[config.mk]
export PLATFORM = sky130hd
export DESIGN_NAME = sensor_frame_receiver
export DESIGN_NICKNAME = d
export VERILOG_FILES = /design/src/hw/rtl/sfr_pkg.sv /design/src/hw/rtl/sensor_frame_receiver.sv
export SDC_FILE = /design/constraint.sdc
export NUM_CORES = 1
export LEC_CHECK = 0
export ABC_AREA = 1
export BUFFER_PORTS_ARGS = -buffer_cell sky130_fd_sc_hd__buf_2
export CAP_MARGIN = 10
export CORE_ASPECT_RATIO = 0.7
export CORE_MARGIN = 5
export CORE_UTILIZATION = 50
export DETAILED_ROUTE_END_ITERATION = 8
export PLACE_DENSITY = 0.65
export SYNTH_ARGS = -nofsm -noshare
export SYNTH_HDL_FRONTEND = slang
export SYNTH_SLANG_ARGS = --single-unit
[constraint.sdc]
create_clock -name clk -period 7.01 [get_ports clk]
set_input_delay 1.402 -clock clk [delete_from_list [all_inputs] [get_ports clk]]
set_output_delay 1.402 -clock clk [all_outputs]
set_load 0.03 [all_outputs]
[src/hw/rtl/sfr_pkg.sv]
`timescale 1ns / 1ps
// ----------------------------------------------------------------------------
// sfr_pkg
// Shared types, constants and the CRC-8 byte update for the sensor frame
// receiver.
// ----------------------------------------------------------------------------
package sfr_pkg;

    localparam logic [7:0] HDR_FIRST  = 8'hA5;
    localparam logic [7:0] HDR_SECOND = 8'h5A;
    localparam logic [7:0] CRC_POLY   = 8'h07;

    localparam logic signed [15:0] SAMPLE_MIN_RST = -16'sd1000;
    localparam logic signed [15:0] SAMPLE_MAX_RST = 16'sd26400;
    localparam logic [15:0]        STEP_LIMIT_RST = 16'd15000;

    // frame position codes; 2..6 are payload byte slots
    localparam logic [2:0] POS_HUNT = 3'd0;
    localparam logic [2:0] POS_HDR  = 3'd1;
    localparam logic [2:0] POS_SEQ  = 3'd2;
    localparam logic [2:0] POS_ALO  = 3'd3;
    localparam logic [2:0] POS_AHI  = 3'd4;
    localparam logic [2:0] POS_BLO  = 3'd5;
    localparam logic [2:0] POS_BHI  = 3'd6;
    localparam logic [2:0] POS_CRC  = 3'd7;

    // configuration register indexes
    localparam logic [1:0] CFG_SAMPLE_MIN = 2'd0;
    localparam logic [1:0] CFG_SAMPLE_MAX = 2'd1;
    localparam logic [1:0] CFG_STEP_LIMIT = 2'd2;

    typedef enum logic [1:0] {
        ST_OK    = 2'd0,
        ST_CRC   = 2'd1,
        ST_RANGE = 2'd2,
        ST_SLEW  = 2'd3
    } status_t;

    typedef struct packed {
        status_t            status;
        logic [7:0]         seq;
        logic signed [15:0] accel;
        logic signed [15:0] brake;
    } result_t;

    // CRC-8, poly 07, MSB first, one byte
    function automatic logic [7:0] crc_feed(input logic [7:0] crc, input logic [7:0] b);
        logic [7:0] c;
        c = crc ^ b;
        for (int k = 0; k < 8; k++) begin
            if (c[7])
                c = {c[6:0], 1'b0} ^ CRC_POLY;
            else
                c = {c[6:0], 1'b0};
        end
        return c;
    endfunction

endpackage

[src/hw/rtl/sensor_frame_receiver.sv]
`timescale 1ns / 1ps
// ----------------------------------------------------------------------------
// sensor_frame_receiver
// Byte-serial receiver for 8-byte A5 5A sensor frames with CRC-8, range and
// slew checks.
// ----------------------------------------------------------------------------
// One input item per cycle while in_stall is low: a byte (op 0) or a
// link-lost notice (op 1). Each item is handled in the cycle it is accepted:
// header hunt, CRC-8 update and, on the eighth byte, the CRC, range and slew
// checks all resolve in one pass of logic into the result register, or into
// the skid buffer while the result register is held. A finished frame gives
// one result item; all other items give none. A one-entry skid buffer behind
// the result register lets input continue while a result is stalled;
// in_stall rises only when both are full.
module sensor_frame_receiver
    import sfr_pkg::*;
(
    input  logic               clk,
    input  logic               rst_n,
    // configuration
    input  logic               cfg_we,
    input  logic [1:0]         cfg_index,
    input  logic [15:0]        cfg_data,
    // input channel
    input  logic               in_valid,
    output logic               in_stall,
    input  logic               op,
    input  logic [7:0]         byte_value,
    // result channel
    output logic               out_valid,
    input  logic               out_stall,
    output logic [1:0]         status,
    output logic [7:0]         sequence_res,
    output logic signed [15:0] accel_sample,
    output logic signed [15:0] brake_sample
);

    logic signed [15:0] sample_min_reg;
    logic signed [15:0] sample_max_reg;
    logic [15:0]        step_limit_reg;

    logic [2:0]         pos_reg, pos_next;
    logic [7:0]         crc_reg, crc_next;
    logic [7:0]         fbytes_reg [5];
    logic signed [15:0] last_accel_reg, last_accel_next;
    logic signed [15:0] last_brake_reg, last_brake_next;
    logic               hist_valid_reg, hist_valid_next;

    result_t            out_reg, skid_reg;
    logic               out_valid_reg, out_valid_next;
    logic               skid_valid_reg, skid_valid_next;

    logic               acc;
    logic               res_valid;
    result_t            res;
    logic [7:0]         crc_fed;
    logic [7:0]         crc_hdr;
    logic signed [15:0] a_s, k_s;
    logic               a_in, k_in;
    logic signed [16:0] a_diff, k_diff;
    logic [16:0]        a_abs, k_abs;
    logic               slew_bad;
    logic               out_take;

    assign acc      = in_valid && !in_stall;
    assign in_stall = skid_valid_reg;
    assign out_take = out_valid_reg && !out_stall;

    // configuration
    always_ff @(posedge clk or negedge rst_n)
    begin
        if (!rst_n)
        begin
            sample_min_reg <= SAMPLE_MIN_RST;
            sample_max_reg <= SAMPLE_MAX_RST;
            step_limit_reg <= STEP_LIMIT_RST;
        end
        else if (cfg_we)
        begin
            unique case (cfg_index)
                CFG_SAMPLE_MIN: sample_min_reg <= cfg_data;
                CFG_SAMPLE_MAX: sample_max_reg <= cfg_data;
                CFG_STEP_LIMIT: step_limit_reg <= cfg_data;
                default: ;
            endcase
        end
    end

    // frame checks
    assign crc_fed = crc_feed(crc_reg, byte_value);
    assign crc_hdr = crc_feed(8'h00, HDR_FIRST);

    assign a_s = {fbytes_reg[2], fbytes_reg[1]};
    assign k_s = {fbytes_reg[4], fbytes_reg[3]};

    assign a_in = (a_s >= sample_min_reg) && (a_s <= sample_max_reg);
    assign k_in = (k_s >= sample_min_reg) && (k_s <= sample_max_reg);

    assign a_diff = 17'(a_s) - 17'(last_accel_reg);
    assign k_diff = 17'(k_s) - 17'(last_brake_reg);
    assign a_abs  = a_diff[16] ? 17'(-a_diff) : 17'(a_diff);
    assign k_abs  = k_diff[16] ? 17'(-k_diff) : 17'(k_diff);
    assign slew_bad = (a_abs > {1'b0, step_limit_reg}) || (k_abs > {1'b0, step_limit_reg});

    always_comb
    begin
        res.seq   = fbytes_reg[0];
        res.accel = a_s;
        res.brake = k_s;
        priority if (crc_reg != byte_value)
            res.status = ST_CRC;
        else if (!a_in || !k_in)
            res.status = ST_RANGE;
        else if (hist_valid_reg && slew_bad)
            res.status = ST_SLEW;
        else
            res.status = ST_OK;
    end

    // frame assembly and history
    always_comb
    begin
        pos_next        = pos_reg;
        crc_next        = crc_reg;
        last_accel_next = last_accel_reg;
        last_brake_next = last_brake_reg;
        hist_valid_next = hist_valid_reg;
        res_valid       = 1'b0;
        if (acc)
        begin
            if (op)
            begin
                hist_valid_next = 1'b0;
            end
            else
            begin
                unique case (pos_reg)
                    POS_HUNT:
                    begin
                        if (byte_value == HDR_FIRST)
                        begin
                            crc_next = crc_hdr;
                            pos_next = POS_HDR;
                        end
                    end
                    POS_HDR:
                    begin
                        priority if (byte_value == HDR_SECOND)
                        begin
                            crc_next = crc_fed;
                            pos_next = POS_SEQ;
                        end
                        else if (byte_value == HDR_FIRST)
                        begin
                            // restart on a repeated first header byte
                            crc_next = crc_hdr;
                            pos_next = POS_HDR;
                        end
                        else
                        begin
                            crc_next = 8'h00;
                            pos_next = POS_HUNT;
                        end
                    end
                    POS_CRC:
                    begin
                        res_valid = 1'b1;
                        if (res.status == ST_OK)
                        begin
                            last_accel_next = a_s;
                            last_brake_next = k_s;
                            hist_valid_next = 1'b1;
                        end
                        crc_next = 8'h00;
                        pos_next = POS_HUNT;
                    end
                    default:
                    begin
                        crc_next = crc_fed;
                        pos_next = pos_reg + 3'd1;
                    end
                endcase
            end
        end
    end

    always_ff @(posedge clk or negedge rst_n)
    begin
        if (!rst_n)
        begin
            pos_reg        <= POS_HUNT;
            crc_reg        <= 8'h00;
            last_accel_reg <= '0;
            last_brake_reg <= '0;
            hist_valid_reg <= 1'b0;
        end
        else
        begin
            pos_reg        <= pos_next;
            crc_reg        <= crc_next;
            last_accel_reg <= last_accel_next;
            last_brake_reg <= last_brake_next;
            hist_valid_reg <= hist_valid_next;
        end
    end

    // payload byte store
    always_ff @(posedge clk)
    begin
        if (acc && !op)
        begin
            unique case (pos_reg)
                POS_SEQ: fbytes_reg[0] <= byte_value;
                POS_ALO: fbytes_reg[1] <= byte_value;
                POS_AHI: fbytes_reg[2] <= byte_value;
                POS_BLO: fbytes_reg[3] <= byte_value;
                POS_BHI: fbytes_reg[4] <= byte_value;
                default: ;
            endcase
        end
    end

    // result register and skid buffer
    always_comb
    begin
        out_valid_next  = out_valid_reg;
        skid_valid_next = skid_valid_reg;
        if (skid_valid_reg)
        begin
            if (out_take)
                skid_valid_next = 1'b0;
        end
        else if (res_valid)
        begin
            if (!out_valid_reg || out_take)
                out_valid_next = 1'b1;
            else
                skid_valid_next = 1'b1;
        end
        else if (out_take)
        begin
            out_valid_next = 1'b0;
        end
    end

    always_ff @(posedge clk or negedge rst_n)
    begin
        if (!rst_n)
        begin
            out_valid_reg  <= 1'b0;
            skid_valid_reg <= 1'b0;
        end
        else
        begin
            out_valid_reg  <= out_valid_next;
            skid_valid_reg <= skid_valid_next;
        end
    end

    always_ff @(posedge clk)
    begin
        if (skid_valid_reg)
        begin
            if (out_take)
                out_reg <= skid_reg;
        end
        else if (res_valid)
        begin
            if (!out_valid_reg || out_take)
                out_reg <= res;
            else
                skid_reg <= res;
        end
    end

    assign out_valid    = out_valid_reg;
    assign status       = out_reg.status;
    assign sequence_res = out_reg.seq;
    assign accel_sample = out_reg.accel;
    assign brake_sample = out_reg.brake;

endmodule

==> results.json, run 1 <==
{
  "maxSlewViolCount": 0,
  "critPathMaxFanout": 33,
  "pre_cts_ws_ns": 1.808,
  "synth_nets": 1756,
  "fmax_mhz": 189.4,
  "finClkSkew_ns": 0.01528,
  "cts_buffer_depth": 3,
  "clkTransAtPathRegs_ns": 0.07,
  "wl_per_cell_um": 17.49,
  "status": "finished, final reports clean",
  "root_buffer": "clkbuf_16",
  "via_per_inst": 5.301,
  "drv_cap": 0,
  "vias": 10809,
  "required_ns": 7.27,
  "dpl_cell_area_mm2": 0.01427,
  "fin_ws_ns": 1.731,
  "top_layer": "met4",
  "path_class": "reg -> reg",
  "min_period_ns": 5.279,
  "synthCells": 1583,
  "core_mm2": 0.02665,
  "first_iter_violations": 1029,
  "dpl.hpwl_um": 26860,
  "slowest_delay_ns": 0.71,
  "rows": 50,
  "portBuffers": 75,
  "p_sw_mw": 1.016,
  "insertion_delay_ns": 0.51,
  "swShare": 0.3011,
  "holdWs_ns": 0.4583,
  "yosysUniqueCellTypes": 44,
  "power_frac_comb": 0.214,
  "drcViolationCount": 0,
  "drive_gt1_frac": 0.09910,
  "fin_cells": 2039,
  "p_per_area_mw_per_mm2": 225.5,
  "setup_tns_ns": 0,
  "fin_util": 0.5612,
  "nNetsFinal": 1832,
  "die_w_um": 206.4,
  "grt_max_degree": 71,
  "holdCritPathClass": "reg -> reg",
  "power.total_mw": 3.373,
  "endpoint_kind": "flop",
  "die-area_mm2": 0.03044,
  "fillers": 2492,
  "yosys_warnings": 0,
  "numClockSinks": 218,
  "critPathSlowestCell": "a21oi_4",
  "setup_violations": 0,
  "final_area_mm2": 0.01496,
  "postCtsHoldBufs": 0,
  "largest_register_ffs": 42,
  "p_leak_nw": 7.092,
  "drt-total-wl_um": 35660,
  "cts_tree": "yes",
  "cts_resized": 0,
  "met3WireLength_um": 3181,
  "drtPass1Iterations": 7,
  "start_util": 0.5067,
  "grt_pass1_vias": 10261,
  "syn-cell-area_mm2": 0.01350,
  "antenna_found_initial": 0,
  "dp_cells": 1998,
  "cts_htree_levels": 1,
  "seq_power_share": 0.451,
  "fin_crit_sh": 0.7530,
  "track_usage": 0.2318,
  "wl_met2_um": 15310,
  "rsz0062_at_grt": "false",
  "grt_pass1_wl_um": 55430,
  "slew_headroom": 0.2345,
  "cp_common_cell": "nand2_1",
  "internal_power_mw": 2.358,
  "drtAntennaViolNets": 0,
  "fp.dieH_um": 147.5,
  "cts_setup_buffers": 0,
  "antennaDiodeCount": 0,
  "hold_violations": 0,
  "gp_congestion": 0.8866,
  "grt.overflow.total": 0,
  "vdd_ir_drop_max_mv": 0.2419,
  "yosysSeqAreaShare": 0.4519,
  "worst_pin_slew_ns": 1.140,
  "wirelength_met1_um": 16480,
  "syn_area_per_cell_um2": 8.530,
  "ys_ff_latch": 218,
  "io_pins": 76,
  "startpoint_type": "flop",
  "syn_to_final_growth_pct": 10.77,
  "numCtsBuffers": 22,
  "clock_power_share": 0.335,
  "critical_path_arrival_ns": 5.54
}
==> synthesized netlist by cell type, drive strengths merged <==
cell type | count | area share
xnor2 | 23 | 0.015
a21oi | 75 | 0.029
a211oi | 3 | 0.0017
o31ai | 3 | 0.0017
nand3b | 17 | 0.0095
nand3 | 61 | 0.023
clkbuf | 26 | 0.0072
edfxtp | 124 | 0.28
nor3b | 1 | 0.00056
nor4 | 2 | 0.00093
dfstp | 21 | 0.041
a31oi | 1 | 0.00046
o211a | 1 | 0.00074
o21a | 1 | 0.00056
nand2 | 492 | 0.14
o211ai | 3 | 0.0017
nand4 | 49 | 0.024
or2 | 1 | 0.00046
a21o | 4 | 0.0022
fa | 2 | 0.0030
buf | 7 | 0.0045
dfrtp | 73 | 0.14
xor2 | 34 | 0.023
ha | 139 | 0.13
inv | 223 | 0.062
nor3 | 17 | 0.0063
a21boi | 1 | 0.00056
o21bai | 5 | 0.0028
nor2 | 89 | 0.026
o21ai | 85 | 0.032
==> power groups by stage <==
stage          Sequential [mW]  Combinational [mW]  Clock [mW]
6_report                  1.52               0.723        1.13
5_1_grt                   1.53               0.834        1.20
4_1_cts                   1.52               0.722        1.15
3_5_place_dp              1.54               0.714           0
3_3_place_gp              1.54               0.699           0
2_1_floorplan             1.52               0.529           0
==> per-layer routing <==
layer  track usage  vias up
li1              -     5347
met1        0.3369     5032
met2        0.3511      376
met3       0.06075       54
met4       0.05020        0
met5             0        -
==> worst paths after layout <==
check	slack, ns	cells past startpoint	start	to
max	1.73	35	fbytes_reg[0][8]	status[1]
min	0.46	0	fbytes_reg[0][7]	skid_reg[39]
max reg2reg	1.73	35	fbytes_reg[0][8]	status[1]
min reg2reg	0.46	0	fbytes_reg[0][7]	skid_reg[39]
max in group asynchronous	4.95	2	rst_n	step_limit_reg[5]
min in group asynchronous	0.82	1	rst_n	last_accel_reg[10]
==> critical path, delay by kind of cell (launching register included) <==
kind	cells	cell delay, ns
fa+ha+maj	3	0.94
simple gates	26	2.18
xor+xnor	1	0.18
flops	1	0.39
compound gates	1	0.71
buf+inv	4	0.62
==> logic make-up after synthesis <==
kind of cell,Yosys count,share of synthesized area
xor+xnor,57,0.03864
fa+ha+maj,141,0.1318
flops,218,0.4519
simple gates,729,0.2306
buf+inv,256,0.07376
compound gates,182,0.07330
==> layout by cell type (no fill, tap or decap), drive strengths merged <==
cell type,count
nand2,492
inv,224
ha,139
edfxtp,124
nor2,89
o21ai,85
buf,85
a21oi,75
dfrtp,73
nand3,61
nand4,49
xor2,34
clkbuf,27
xnor2,23
dfstp,21
nand3b,17
nor3,17
clkinv,10
o21bai,5
a21o,4
o211ai,3
a211oi,3
o31ai,3
nor4,2
fa,2
a21boi,1
or2,1
a31oi,1
o211a,1
nor3b,1
o21a,1
bufinv,1
clkinvlp,1
==> final cells by class <==
type                       count  area (um^2)  share of cell area
clock buffer                  27        590.6             0.03948
clock inverter                13        92.59            0.006190
inverter                     223        837.1             0.05596
multi-input combinational   1109         6429              0.4298
sequential                   218         6102              0.4080
tap                          364        455.4             0.03045
timing repair buffer          85        450.4             0.03012
Power figures use the tool's default switching activity.
==> run 2, diff against run 1 <==
--- a/config.mk
+++ b/config.mk
@@ -5,7 +5,7 @@
 export SDC_FILE = /design/constraint.sdc
 export NUM_CORES = 1
 export LEC_CHECK = 0
-export ABC_AREA = 1
+export ABC_AREA = 0
 export BUFFER_PORTS_ARGS = -buffer_cell sky130_fd_sc_hd__buf_2
 export CAP_MARGIN = 10
 export CORE_ASPECT_RATIO = 0.7
==> constraint.sdc (replaced) <==
create_clock -name clk -period 5.15 [get_ports clk]
set_input_delay 1.03 -clock clk [delete_from_list [all_inputs] [get_ports clk]]
set_output_delay 1.03 -clock clk [all_outputs]
set_load 0.03 [all_outputs]
==> results.json, run 2 <==
{
  "setup_violations": 0,
  "yosys_warnings": 0,
  "syn_area_per_cell_um2": 11.28,
  "synthTopCellsByCount": "139 x ha_1, 124 x edfxtp_1, 93 x inv_1, 93 x nand2_1, 79 x o21ai_0",
  "grt_max_degree": 62,
  "synthMuxAreaShare": 0.09507,
  "hold_violations": 0,
  "cts_htree_levels": 1,
  "vias": 9976,
  "path_cells": "ha_2 > and2_4 > o211ai_1 > buf_4 > buf_4 > a211o_1 > o211a_1 > a211oi_2 > nand2b_1 > or3_4 > nand2_4 > xnor2_2 > ha_2 > a2111oi_4 > o21ai_1 > o21a_1 > or3_4 > a22oi_2 > nor2_4 > nor4_4 > buf_4 > clkbuf_16 > mux2_4",
  "fmax_mhz": 198.7,
  "cts_tree": "yes",
  "fillers": 2097,
  "synth_top_family_by_area": "adder cells",
  "setup_tns_ns": 0,
  "path_class": "reg -> reg",
  "wl_per_cell_um": 20.65,
  "antenna_found_initial": 0,
  "vdd_ir_drop_max_mv": 0.2006,
  "endpoint_kind": "flop",
  "worst-path-stages": 23,
  "portBuffers": 75,
  "slew_headroom": 0.3205,
  "numCtsBuffers": 23,
  "core_mm2": 0.02587,
  "final_common_cell": "ha_1",
  "synthCells": 1173,
  "rows": 49,
  "finClkSkew_ns": 0.01673,
  "startpoint_type": "flop",
  "die-area_mm2": 0.02986,
  "root_buffer": "clkbuf_16",
  "critical_path_arrival_ns": 5.43,
  "required_ns": 5.55,
  "worst_pin_slew_ns": 1.016,
  "synth_top_flop_cell": "edfxtp_1",
  "status": "finished, final reports clean",
  "synth_simple_gate_area_share": 0.1077,
  "synth.most_common_cell": "ha_1",
  "cp_top_family": "compound AO/OA/AOI/OAI gates",
  "mostFrequentLayoutCells": "132 x ha_1, 124 x edfxtp_1, 115 x buf_4",
  "drtPass1Iterations": 7,
  "ys_ff_latch": 218,
  "slowest_delay_ns": 0.40,
  "min_period_ns": 5.034,
  "rsz0062_at_grt": "true",
  "maxSlewViolCount": 0,
  "synth_nets": 1346,
  "grt_pass1_wl_um": 54220,
  "drive_gt1_frac": 0.3124,
  "synth_compound_area_frac": 0.1216,
  "p_leak_nw": 6.625,
  "yosysSeqAreaShare": 0.4614,
  "io_pins": 76,
  "clkTransAtPathRegs_ns": 0.07,
  "synth-xor-area-share": 0.04238,
  "drv_cap": 0,
  "cts_buffer_depth": 3,
  "holdPathStages": 0,
  "fp.dieH_um": 146.1,
  "numClockSinks": 218,
  "critPathMaxFanout": 8,
  "drtAntennaViolNets": 0,
  "largest_register_ffs": 42,
  "async_flop_share": 0.4312,
  "fin_crit_sh": 0.9774,
  "reg2regPathDepth": 23,
  "synthAdderAreaFrac": 0.1345,
  "gp_congestion": 0.9090,
  "power.total_mw": 5.141,
  "holdCritPathClass": "reg -> reg",
  "syn-cell-area_mm2": 0.01323,
  "grt_pass1_vias": 9498,
  "grt.overflow.total": 0,
  "p_per_area_mw_per_mm2": 321.5,
  "insertion_delay_ns": 0.52,
  "antennaDiodeCount": 0,
  "yosysTopAreaCellShare": 0.2815,
  "yosysUniqueCellTypes": 78,
  "final_area_mm2": 0.01599,
  "nNetsFinal": 1539,
  "via_per_inst": 5.733,
  "syn_to_final_growth_pct": 20.90,
  "synth_edf_count": 124,
  "start_util": 0.5112,
  "synth.area.top_cells": "edfxtp_1 28%, dfrtp_1 14%, ha_1 13%",
  "first_iter_violations": 907,
  "die_w_um": 204.4,
  "fin_util": 0.6180,
  "drt-total-wl_um": 35930,
  "dpl_cell_area_mm2": 0.01467,
  "cp_num_buf_inv": 4,
  "track_usage": 0.2330,
  "critPathSlowestCell": "edfxtp_1",
  "cp_common_cell": "buf_4",
  "dpl.hpwl_um": 26420,
  "synth_area_leader_cell": "edfxtp_1",
  "drcViolationCount": 0
}
==> run 2: cell count changes after synthesis, sizes merged, moves of 13 or more <==
cell / change
nand2: -399
inv: -130
mux2: +100
nor2: -42
nand3: -41
nand4: -30
xnor2: +29
xor2: -22
a21o: +20
a21oi: -14
and2: +13
==> run 2: path summary, 6_finish.rpt <==
path,start,to,slack [ns]
setup / recovery,fbytes_reg[0][12],last_accel_reg[2],0.12
hold / removal,fbytes_reg[0][4],skid_reg[36],0.45
setup reg to reg,fbytes_reg[0][12],last_accel_reg[2],0.12
hold reg to reg,fbytes_reg[0][4],skid_reg[36],0.45
max in group asynchronous,rst_n,sample_min_reg[3],3.48
min in group asynchronous,rst_n,last_accel_reg[15],0.61
==> run 2: kinds of logic after synthesis <==
logic type,after synthesis
simple gates,276
fa+ha+maj,141
buf+inv,119
xor+xnor,64
compound gates,252
flops,218
mux,103
==> run 2: per-stage QoR <==
stage / setup WS [ns] / cells / hold WS [ns]
floorplan: 0.03609 / 1173 / 0.4222
global placement: -0.08843 / 1676 / 0.4280
detailed placement: -0.1495 / 1676 / 0.4382
CTS: 0.03130 / 1726 / 0.4537
global route: -0.08199 / 1740 / 0.4562
finish: 0.1163 / 1740 / 0.4465
==> run 2: per-layer routing <==
metal  part of all wire  wire, um  track usage
met5                  0         0            0
met4              0.020       709      0.04821
met3              0.065      2337      0.04145
met2               0.45     15990       0.3595
met1               0.47     16890       0.3478
==> run 2: cell type report <==
cell class / count / area (um^2) / area share
Clock buffer: 27 / 620.6 / 0.03881
Clock inverter: 15 / 176.4 / 0.01103
Inverter: 93 / 349.1 / 0.02183
Multi-Input combinational cell: 836 / 6949 / 0.4346
Sequential cell: 218 / 6103 / 0.3817
Tap cell: 357 / 446.7 / 0.02793
Timing Repair Buffer: 194 / 1345 / 0.08412
==> run 2: report_power, final <==
group	internal (mW)	switching, mW	leakage, nW	total [mW]
clock	1.02	0.699	0.382	1.72
combinational	0.563	0.765	3.97	1.33
sequential	2.01	0.0845	2.28	2.09
==> run 2: repair_timing <==
action,4_1_cts,5_1_grt
gates cloned,2,1
buffers inserted,6,14
resized for setup,28,47
setup endpoints to repair,30,33
endpoints found under the hold margin,0,0
hold buffers,0,0
pin swaps,8,27
